## src/rtl/core/sktn_pkg.sv

```systemverilog
package sktn_pkg;

    // Fixed field widths of the item and result formats.
    localparam int MAX_SLOTS     = 8;
    localparam int JOINT_BITS    = 10;
    localparam int WEIGHT_BITS   = 17;
    localparam int FRAC_BITS     = 16;
    localparam int SLOT_NUM_BITS = 3;
    localparam int CFG_BITS      = 4;
    localparam int COUNT_BITS    = 16;

    // Derived widths.
    localparam int SLOT_BITS     = (MAX_SLOTS > 1) ? $clog2(MAX_SLOTS) : 1;
    localparam int SLOT_CNT_BITS = $clog2(MAX_SLOTS + 1);
    localparam int SUM_BITS      = WEIGHT_BITS + SLOT_BITS;
    localparam int NUM_BITS      = WEIGHT_BITS + FRAC_BITS;
    localparam int QUO_BITS      = WEIGHT_BITS;
    localparam int STEP_BITS     = $clog2(QUO_BITS + 1);

    localparam logic [WEIGHT_BITS-1:0] ONE_Q16   = WEIGHT_BITS'(65536);
    localparam logic [COUNT_BITS-1:0]  COUNT_MAX = '1;
    localparam logic [CFG_BITS-1:0]    CFG_RESET = CFG_BITS'(4);

    typedef struct packed {
        logic                   has_influence;
        logic [JOINT_BITS-1:0]  joint_index;
        logic [WEIGHT_BITS-1:0] influence_weight;
        logic                   vertex_end;
    } item_t;

    typedef struct packed {
        logic [SLOT_NUM_BITS-1:0] slot_number;
        logic [JOINT_BITS-1:0]    out_joint;
        logic [WEIGHT_BITS-1:0]   out_weight;
        logic                     last_slot;
    } result_t;

    // Commands from the controller to the datapath.
    typedef struct packed {
        logic                 insert;
        logic                 sum_clear;
        logic                 sum_acc;
        logic                 div_load;
        logic                 emit;
        logic                 emit_norm;
        logic                 clear;
        logic [SLOT_BITS-1:0] slot;
        logic                 last;
    } cmd_t;

    // Status from the datapath to the controller.
    typedef struct packed {
        logic [COUNT_BITS-1:0] count;
        logic                  div_done;
    } status_t;

endpackage

```

## src/rtl/core/skin_weight_topk_normalizer.sv

```systemverilog
// An influence without vertex end is absorbed in the accept cycle, so such
// requests go at one per cycle. A vertex end keeps busy high until its m slots
// are emitted and the list is cleared (m = slot count), also when normalizing.
// Each normalized slot costs one pass of the shared restoring divider.
// Results cannot be stalled: each slot shows on the result port for one cycle.
// Reset (rst_n low, asynchronous) empties the list and sets the slot count to 4.

module skin_weight_topk_normalizer (
    input  logic                          clk,
    input  logic                          rst_n,
    input  logic                          start,
    output logic                          busy,
    input  sktn_pkg::item_t               item,
    output logic                          strobe,
    output sktn_pkg::result_t             result,
    input  logic                          cfg_valid,
    output logic                          cfg_ready,
    input  logic [sktn_pkg::CFG_BITS-1:0] cfg_data
);

    // The controller sequences one vertex at a time. While it is idle every
    // request is taken at once and its influence is placed into the sorted
    // list in that same cycle. A request that ends a vertex starts the
    // emission: the controller first decides whether the kept weights need
    // normalizing, then either walks the slots one per cycle or sums the
    // weights and, for each slot, loads the divider and waits for its quotient.
    sktn_pkg::cmd_t    cmd;
    sktn_pkg::status_t status;

    // The slot count register can always take a write; the user must write it
    // only between vertices, and the block itself does not enforce that.
    assign cfg_ready = 1'b1;

    sktn_ctrl u_ctrl (
        .clk           (clk),
        .rst_n         (rst_n),
        .start         (start),
        .has_influence (item.has_influence),
        .vertex_end    (item.vertex_end),
        .cfg_write     (cfg_valid && cfg_ready),
        .cfg_data      (cfg_data),
        .status        (status),
        .cmd           (cmd),
        .busy          (busy)
    );

    // The datapath holds the sorted list, the saturating influence counter,
    // the weight sum, the divider and the result register.
    sktn_datapath u_datapath (
        .clk    (clk),
        .rst_n  (rst_n),
        .item   (item),
        .cmd    (cmd),
        .status (status),
        .result (result),
        .strobe (strobe)
    );

endmodule

```

## src/rtl/core/sktn_div.sv

```systemverilog
module sktn_div (
    input  logic                              clk,
    input  logic                              rst_n,
    input  logic                              load,
    input  logic [sktn_pkg::NUM_BITS-1:0]     numerator,
    input  logic [sktn_pkg::SUM_BITS-1:0]     divisor,
    output logic [sktn_pkg::QUO_BITS-1:0]     quotient,
    output logic                              done
);

    // Restoring division, one quotient bit per cycle. The quotient is known
    // to fit QUO_BITS, so the upper numerator bits start as the remainder.
    logic [sktn_pkg::SUM_BITS-1:0]  rem_reg, rem_next;
    logic [sktn_pkg::QUO_BITS-1:0]  low_reg, low_next;
    logic [sktn_pkg::STEP_BITS-1:0] step_reg, step_next;
    logic                           run_reg, run_next;
    logic                           done_reg, done_next;
    logic [sktn_pkg::SUM_BITS:0]    trial;
    logic                           fits;

    always_comb
    begin
        trial     = {rem_reg, low_reg[sktn_pkg::QUO_BITS-1]};
        fits      = trial >= {1'b0, divisor};
        rem_next  = rem_reg;
        low_next  = low_reg;
        step_next = step_reg;
        run_next  = run_reg;
        done_next = 1'b0;
        if (load)
        begin
            rem_next  = sktn_pkg::SUM_BITS'(numerator[sktn_pkg::NUM_BITS-1:sktn_pkg::QUO_BITS]);
            low_next  = numerator[sktn_pkg::QUO_BITS-1:0];
            step_next = sktn_pkg::STEP_BITS'(sktn_pkg::QUO_BITS);
            run_next  = 1'b1;
        end
        else if (run_reg)
        begin
            rem_next  = fits ? sktn_pkg::SUM_BITS'(trial - {1'b0, divisor})
                             : trial[sktn_pkg::SUM_BITS-1:0];
            low_next  = {low_reg[sktn_pkg::QUO_BITS-2:0], fits};
            step_next = step_reg - 1'b1;
            if (step_reg == sktn_pkg::STEP_BITS'(1))
            begin
                run_next  = 1'b0;
                done_next = 1'b1;
            end
        end
    end

    always_ff @(posedge clk or negedge rst_n)
    begin
        if (!rst_n)
        begin
            run_reg  <= 1'b0;
            done_reg <= 1'b0;
            step_reg <= '0;
        end
        else
        begin
            run_reg  <= run_next;
            done_reg <= done_next;
            step_reg <= step_next;
        end
    end

    always_ff @(posedge clk)
    begin
        rem_reg <= rem_next;
        low_reg <= low_next;
    end

    assign quotient = low_reg;
    assign done     = done_reg;

endmodule

```

## src/rtl/core/sktn_datapath.sv

```systemverilog
module sktn_datapath (
    input  logic              clk,
    input  logic              rst_n,
    input  sktn_pkg::item_t   item,
    input  sktn_pkg::cmd_t    cmd,
    output sktn_pkg::status_t status,
    output sktn_pkg::result_t result,
    output logic              strobe
);

    logic [sktn_pkg::JOINT_BITS-1:0]    joint_reg  [sktn_pkg::MAX_SLOTS];
    logic [sktn_pkg::JOINT_BITS-1:0]    joint_next [sktn_pkg::MAX_SLOTS];
    logic [sktn_pkg::WEIGHT_BITS-1:0]   weight_reg  [sktn_pkg::MAX_SLOTS];
    logic [sktn_pkg::WEIGHT_BITS-1:0]   weight_next [sktn_pkg::MAX_SLOTS];
    logic [sktn_pkg::COUNT_BITS-1:0]    count_reg, count_next;
    logic [sktn_pkg::SUM_BITS-1:0]      sum_reg, sum_next;
    sktn_pkg::result_t                  result_reg, result_next;
    logic                               strobe_reg;

    logic [sktn_pkg::WEIGHT_BITS-1:0]   w_in;
    logic [sktn_pkg::SLOT_CNT_BITS-1:0] kept;
    logic [sktn_pkg::MAX_SLOTS-1:0]     tail;
    logic [sktn_pkg::JOINT_BITS-1:0]    rd_joint;
    logic [sktn_pkg::WEIGHT_BITS-1:0]   rd_weight;
    logic [sktn_pkg::NUM_BITS-1:0]      numerator;
    logic [sktn_pkg::QUO_BITS-1:0]      quotient;
    logic [sktn_pkg::WEIGHT_BITS-1:0]   norm_weight;
    logic                               div_done;

    assign w_in = (item.influence_weight > sktn_pkg::ONE_Q16) ? sktn_pkg::ONE_Q16
                                                              : item.influence_weight;
    assign kept = (count_reg >= sktn_pkg::COUNT_BITS'(sktn_pkg::MAX_SLOTS))
                  ? sktn_pkg::SLOT_CNT_BITS'(sktn_pkg::MAX_SLOTS)
                  : sktn_pkg::SLOT_CNT_BITS'(count_reg);

    // Every slot from the insertion point on moves back by one. The new entry
    // goes ahead of the first kept weight that is strictly smaller, or at the
    // end of the kept entries if there is room.
    always_comb
    begin
        logic acc;
        acc = 1'b0;
        for (int i = 0; i < sktn_pkg::MAX_SLOTS; i++)
        begin
            acc = acc
                | ((sktn_pkg::SLOT_CNT_BITS'(i) < kept) && (w_in > weight_reg[i]))
                | (sktn_pkg::SLOT_CNT_BITS'(i) >= kept);
            tail[i] = acc;
        end
    end

    always_comb
    begin
        for (int i = 0; i < sktn_pkg::MAX_SLOTS; i++)
        begin
            joint_next[i]  = joint_reg[i];
            weight_next[i] = weight_reg[i];
            if (cmd.clear)
            begin
                joint_next[i]  = '0;
                weight_next[i] = '0;
            end
            else if (cmd.insert && tail[i])
            begin
                if (i == 0)
                begin
                    joint_next[i]  = item.joint_index;
                    weight_next[i] = w_in;
                end
                else if (!tail[(i > 0) ? i - 1 : 0])
                begin
                    joint_next[i]  = item.joint_index;
                    weight_next[i] = w_in;
                end
                else
                begin
                    joint_next[i]  = joint_reg[(i > 0) ? i - 1 : 0];
                    weight_next[i] = weight_reg[(i > 0) ? i - 1 : 0];
                end
            end
        end
    end

    always_comb
    begin
        count_next = count_reg;
        if (cmd.clear)
            count_next = '0;
        else if (cmd.insert && (count_reg != sktn_pkg::COUNT_MAX))
            count_next = count_reg + 1'b1;
    end

    assign rd_joint  = joint_reg[cmd.slot];
    assign rd_weight = weight_reg[cmd.slot];

    always_comb
    begin
        sum_next = sum_reg;
        if (cmd.sum_clear)
            sum_next = '0;
        else if (cmd.sum_acc)
            sum_next = sum_reg + sktn_pkg::SUM_BITS'(rd_weight);
    end

    // Rounded quotient: (w * 1.0 + sum / 2) / sum.
    assign numerator = {rd_weight, {sktn_pkg::FRAC_BITS{1'b0}}}
                     + sktn_pkg::NUM_BITS'(sum_reg >> 1);

    sktn_div u_div (
        .clk       (clk),
        .rst_n     (rst_n),
        .load      (cmd.div_load),
        .numerator (numerator),
        .divisor   (sum_reg),
        .quotient  (quotient),
        .done      (div_done)
    );

    always_comb
    begin
        if (sum_reg == '0)
            norm_weight = '0;
        else if (quotient > sktn_pkg::ONE_Q16)
            norm_weight = sktn_pkg::ONE_Q16;
        else
            norm_weight = quotient;
        result_next             = result_reg;
        result_next.slot_number = sktn_pkg::SLOT_NUM_BITS'(cmd.slot);
        result_next.out_joint   = rd_joint;
        result_next.out_weight  = cmd.emit_norm ? norm_weight : rd_weight;
        result_next.last_slot   = cmd.last;
    end

    always_ff @(posedge clk or negedge rst_n)
    begin
        if (!rst_n)
        begin
            for (int i = 0; i < sktn_pkg::MAX_SLOTS; i++)
            begin
                joint_reg[i]  <= '0;
                weight_reg[i] <= '0;
            end
            count_reg  <= '0;
            strobe_reg <= 1'b0;
        end
        else
        begin
            for (int i = 0; i < sktn_pkg::MAX_SLOTS; i++)
            begin
                joint_reg[i]  <= joint_next[i];
                weight_reg[i] <= weight_next[i];
            end
            count_reg  <= count_next;
            strobe_reg <= cmd.emit;
        end
    end

    always_ff @(posedge clk)
    begin
        sum_reg <= sum_next;
        if (cmd.emit)
            result_reg <= result_next;
    end

    assign status.count    = count_reg;
    assign status.div_done = div_done;
    assign result          = result_reg;
    assign strobe          = strobe_reg;

endmodule

```

## src/rtl/core/sktn_ctrl.sv

```systemverilog
module sktn_ctrl (
    input  logic                          clk,
    input  logic                          rst_n,
    input  logic                          start,
    input  logic                          has_influence,
    input  logic                          vertex_end,
    input  logic                          cfg_write,
    input  logic [sktn_pkg::CFG_BITS-1:0] cfg_data,
    input  sktn_pkg::status_t             status,
    output sktn_pkg::cmd_t                cmd,
    output logic                          busy
);

    typedef enum logic [2:0] {
        ST_IDLE,
        ST_PREP,
        ST_SUM,
        ST_DIV_LOAD,
        ST_DIV_WAIT,
        ST_EMIT,
        ST_CLEAR
    } state_t;

    state_t                               state_reg, state_next;
    logic [sktn_pkg::SLOT_BITS-1:0]       slot_reg, slot_next;
    logic                                 norm_reg, norm_next;
    logic                                 busy_reg, busy_next;
    logic [sktn_pkg::CFG_BITS-1:0]        cfg_reg, cfg_next;
    logic [sktn_pkg::SLOT_CNT_BITS-1:0]   slots;
    logic [sktn_pkg::SLOT_BITS-1:0]       slot_last;
    logic                                 accept;
    logic                                 at_last;

    // Slot count clamped to 1..MAX_SLOTS.
    always_comb
    begin
        if (cfg_reg == '0)
            slots = sktn_pkg::SLOT_CNT_BITS'(1);
        else if (int'(cfg_reg) > sktn_pkg::MAX_SLOTS)
            slots = sktn_pkg::SLOT_CNT_BITS'(sktn_pkg::MAX_SLOTS);
        else
            slots = sktn_pkg::SLOT_CNT_BITS'(cfg_reg);
    end

    assign slot_last = sktn_pkg::SLOT_BITS'(slots - 1'b1);
    assign at_last   = (slot_reg == slot_last);
    assign accept    = start && !busy_reg;

    always_comb
    begin
        state_next    = state_reg;
        slot_next     = slot_reg;
        norm_next     = norm_reg;
        cfg_next      = cfg_write ? cfg_data : cfg_reg;
        cmd           = '0;
        cmd.slot      = slot_reg;
        cmd.last      = at_last;
        cmd.insert    = accept && has_influence;
        case (state_reg)
            ST_IDLE:
            begin
                if (accept && vertex_end)
                    state_next = ST_PREP;
            end
            ST_PREP:
            begin
                cmd.sum_clear = 1'b1;
                slot_next     = '0;
                norm_next     = status.count > sktn_pkg::COUNT_BITS'(slots);
                state_next    = norm_next ? ST_SUM : ST_EMIT;
            end
            ST_SUM:
            begin
                cmd.sum_acc = 1'b1;
                if (at_last)
                begin
                    slot_next  = '0;
                    state_next = ST_DIV_LOAD;
                end
                else
                    slot_next = slot_reg + 1'b1;
            end
            ST_DIV_LOAD:
            begin
                cmd.div_load = 1'b1;
                state_next   = ST_DIV_WAIT;
            end
            ST_DIV_WAIT:
            begin
                if (status.div_done)
                begin
                    cmd.emit      = 1'b1;
                    cmd.emit_norm = 1'b1;
                    if (at_last)
                        state_next = ST_CLEAR;
                    else
                    begin
                        slot_next  = slot_reg + 1'b1;
                        state_next = ST_DIV_LOAD;
                    end
                end
            end
            ST_EMIT:
            begin
                cmd.emit = 1'b1;
                if (at_last)
                    state_next = ST_CLEAR;
                else
                    slot_next = slot_reg + 1'b1;
            end
            ST_CLEAR:
            begin
                cmd.clear  = 1'b1;
                state_next = ST_IDLE;
            end
            default:
            begin
                state_next = ST_IDLE;
            end
        endcase
        busy_next = (state_next != ST_IDLE);
    end

    always_ff @(posedge clk or negedge rst_n)
    begin
        if (!rst_n)
        begin
            state_reg <= ST_IDLE;
            slot_reg  <= '0;
            norm_reg  <= 1'b0;
            busy_reg  <= 1'b0;
            cfg_reg   <= sktn_pkg::CFG_RESET;
        end
        else
        begin
            state_reg <= state_next;
            slot_reg  <= slot_next;
            norm_reg  <= norm_next;
            busy_reg  <= busy_next;
            cfg_reg   <= cfg_next;
        end
    end

    assign busy = busy_reg;

endmodule

```

## config.mk

```make
export PLATFORM = sky130hd
export DESIGN_NAME = skin_weight_topk_normalizer
export DESIGN_NICKNAME = d
export VERILOG_FILES = /design/src/rtl/core/sktn_pkg.sv /design/src/rtl/core/skin_weight_topk_normalizer.sv /design/src/rtl/core/sktn_div.sv /design/src/rtl/core/sktn_datapath.sv /design/src/rtl/core/sktn_ctrl.sv
export SDC_FILE = /design/constraint.sdc
export NUM_CORES = 1
export LEC_CHECK = 0
export ABC_CLOCK_PERIOD_IN_PS = 6300
export BUFFER_PORTS_ARGS = -buffer_cell sky130_fd_sc_hd__buf_4
export CAP_MARGIN = 15
export CORE_UTILIZATION = 50
export DETAILED_ROUTE_END_ITERATION = 10
export PLACE_DENSITY_LB_ADDON = 0.12
export SYNTH_ARGS = -nofsm -noshare
export SYNTH_HDL_FRONTEND = slang
export SYNTH_SLANG_ARGS = --single-unit
```

## constraint.sdc

```tcl
create_clock -name clk -period 6.3 [get_ports clk]
set_input_delay 0.63 -clock clk [delete_from_list [all_inputs] [get_ports clk]]
set_output_delay 0.63 -clock clk [all_outputs]
set_load 0.01 [all_outputs]
```

==> key figures <==
Run status
  – Status: completed

Synthesis
  – Main area contributors after synthesis: dfrtp_1 (27%), ha_1 (9.7%), edfxtp_1 (8.4%)
  – Async S/R FF share, synth: 74.04%
  – Main synth FF type: dfrtp_1
  – Gate Count Post-Synth: 2444
  – Sequential element share of the synthesized area: 37.94%
  – Top cell type by total area after synthesis: dfrtp_1
  – Syn Area/Cell: 9.367 sq um
  – EDFF count, synth: 64
  – Synth top area share: 27.33%
  – Synth top cells by count: dfrtp_1 (250), nand2_1 (244), nor2_1 (241)
  – Register bit total from synthesis: 339
  – Area of the mapped netlist: 22890 sq um
  – Synth warn: 0
  – Syn_nets: 2662
  – Netlist cell types: 78
  – Top-count cell post-synth: dfrtp_1

Clock tree
  – CTS clk-pin slew, worst paths: 0.06 ns
  – Root buffer cell: clkbuf_16
  – CTS tree: done
  – Cts hold-fix bufs: 0
  – Cts bufs inserted: 42
  – Setup repair bufs after CTS: 0
  – Clk buf depth: 3
  – Clk_lat worst skew: 0.57 ns
  – Quantity of gates resized following cts: 0
  – H-tree levels: 2
  – CTS sink cnt: 339

Die
  – Row count: 78
  – Die area: 46640 sq um
  – Die width: 216.0 um
  – Die H: 216.0 um
  – Core ar.: 45280 sq um
  – I/O pin count: 71
  – Initial Util: 50.55%

Timing
  – Slew margin rel.: 27.67%
  – Max Freq: 0.1964 GHz
  – Worst Skew: 0.02408 ns
  – Least-Margin Pin Slew: 1.083 ns
  – Post-route setup TNS: 0 ns
  – Minimum clock period: 5.092 ns
  – RSZ-0062 raised after global routing: no
  – Final Hold Vio Count: 0
  – Final Max Slew Viols: 0
  – Hold_ws: 0.07148 ns
  – Tcrit/Tclk final: 80.82%
  – Final setup viols: 0

GRT
  – GRT Overall Usage: 28.96%
  – Gr ovfl total: 0
  – Largest net degree at the start of global routing: 185
  – Vias in the first global route: 18470
  – Initial antenna violation count: 1
  – First-pass GRT wire length: 105600 um

Finish
  – Nets: 2682
  – Post-route cell area: 25610 sq um
  – Fillers: 4050
  – Sequential cell area: 8691 sq um
  – Util after Layout: 56.55%
  – Share of layout cells above drive strength 1: 11.82%
  – Largest register FFs: 136
  – Synth-to-layout area growth: 11.87%
  – Area of the multi-input gates: 12970 sq um

Critical path
  – Worst setup EP type: register
  – Setup crit start kind: input port
  – Crit-path slowest cell: a2111oi_0
  – Max FO, Critical Path: 35
  – Worst r2r path cells: 12
  – WS Path Type: in -> reg
  – CP max stage delay: 0.80 ns
  – Critical Path RT: 6.74 ns
  – Most used cell along the critical path: buf_4
  – Worst Path Arrival: 5.53 ns
  – Worst-path cell chain: buf_4, nor4_1, buf_4, nand4_1, nand2_1, and2_1, ha_1, o21ai_0, nand2b_1, a31o_1, a2111oi_0, a211oi_1, or4b_2, buf_4, nor2b_4, buf_12, a2111oi_2

Hold path
  – Min-delay worst type: in -> async

Placed design
  – I/O Buffers: 69
  – Post-DP Area: 24170 sq um
  – RePlAce Congestion: 0.9221
  – Post-DP HPWL: 46940 um

Power
  – Peak VDD IR: 0.0002911 V
  – Pwr per Cell Area: 554.9 nW/um^2
  – Final Power: 0.01421 W
  – Leak: 11.29 nW

Drt
  – Final ANT Viol Nets: 0
  – Routed len/inst: 21.66 um
  – Vias: 18720
  – Mean number of vias per cell: 6.046
  – DR pass1 iterations: 5
  – # DRC: 0
  – Final wirelength: 67050 um
  – DRT iter0 DRCs: 1476

Run
  – Max cap viols: 0
==> worst max-delay path: cells and delay by family <==
kind,cells,cell delay [ns]
AND/OR/NAND/NOR,7,1.91
buffers and inverters,4,0.84
AO/OA/AOI/OAI,5,1.80
adder cells (fa/ha/maj),1,0.30
==> per-stage QoR <==
step	setup slack [ns]	cells
3_5_place_dp	0.7455	3019
4_1_cts	1.321	3094
5_1_grt	1.020	3096
6_report	1.208	3096
3_3_place_gp	0.8113	3019
2_1_floorplan	1.511	2444
==> kinds of logic (layout without fill, tap and decap cells) <==
family | Yosys count | after routing | synth area share (%)
simple gates | 703 | 703 | 13.95
compound gates | 541 | 541 | 15.15
mux | 257 | 257 | 14.28
xor+xnor | 71 | 71 | 2.716
flops | 339 | 339 | 37.94
fa+ha+maj | 184 | 184 | 10.12
buf+inv | 348 | 399 | 5.826
other cells | 1 | 2 | 0.01638
==> per-layer routing <==
| metal | global-route usage, % | wire length (um) | vias to the layer above |
|---|---|---|---|
| met5 | 0 | 0 | - |
| met4 | 12.39 | 2615 | 0 |
| met3 | 3.481 | 3563 | 131 |
| met2 | 46.21 | 30890 | 603 |
| met1 | 39.78 | 29980 | 9171 |
| li1 | - | - | 8814 |
==> layout make-up <==
| cell class | count | share of cell area, % |
|---|---|---|
| multi-input combinational | 1757 | 50.65 |
| sequential | 339 | 33.94 |
| clock buffer | 59 | 4.793 |
| timing repair buffer | 131 | 4.114 |
| tap | 600 | 2.932 |
| inverter | 193 | 2.829 |
| clock inverter | 16 | 0.7378 |
| antenna | 1 | 0.009772 |
==> cell usage in the layout (no fill, tap or decap), types with 24 or more instances in the layout <==
| master | instances |
|---|---|
| nand3_1 | 29 |
| nand4_1 | 36 |
| nor2_1 | 236 |
| o21ai_0 | 135 |
| a21o_1 | 26 |
| edfxtp_1 | 64 |
| inv_1 | 193 |
| dfrtp_1 | 247 |
| dfxtp_1 | 24 |
| clkbuf_16 | 44 |
| a211oi_1 | 125 |
| xnor2_1 | 51 |
| ha_1 | 178 |
| nand2_1 | 244 |
| a21oi_1 | 132 |
| buf_4 | 125 |
| nor2b_1 | 26 |
| mux4_2 | 54 |
| o31ai_1 | 30 |
| mux2i_1 | 187 |
==> power by group <==
group | leakage (nW) | total [W] | switching, W | internal, W
clock network | 0.697 | 0.00251 | 0.000987 | 0.00152
registers | 3.96 | 0.00444 | 0.00107 | 0.00337
logic | 6.63 | 0.00726 | 0.00403 | 0.00323
total | 11.3 | 0.0142 | 0.00609 | 0.00812
==> final timing paths <==
path,from,endpoint,slack [ns]
hold / removal,rst_n,u_datapath.u_div.step_reg[4],0.07
setup / recovery,item[1],u_datapath.weight_reg[59],1.21
hold reg to reg,u_datapath.u_div.rem_reg[19],u_datapath.u_div.rem_reg[19],0.47
min in group clk,cfg_data[3],u_ctrl.cfg_reg[3],0.28
max in group asynchronous,rst_n,u_datapath.weight_reg[93],4.95
setup reg to reg,u_ctrl.slot_reg[1],u_datapath.sum_reg[19],1.59
Note: power is estimated with default switching activity, not from simulation.
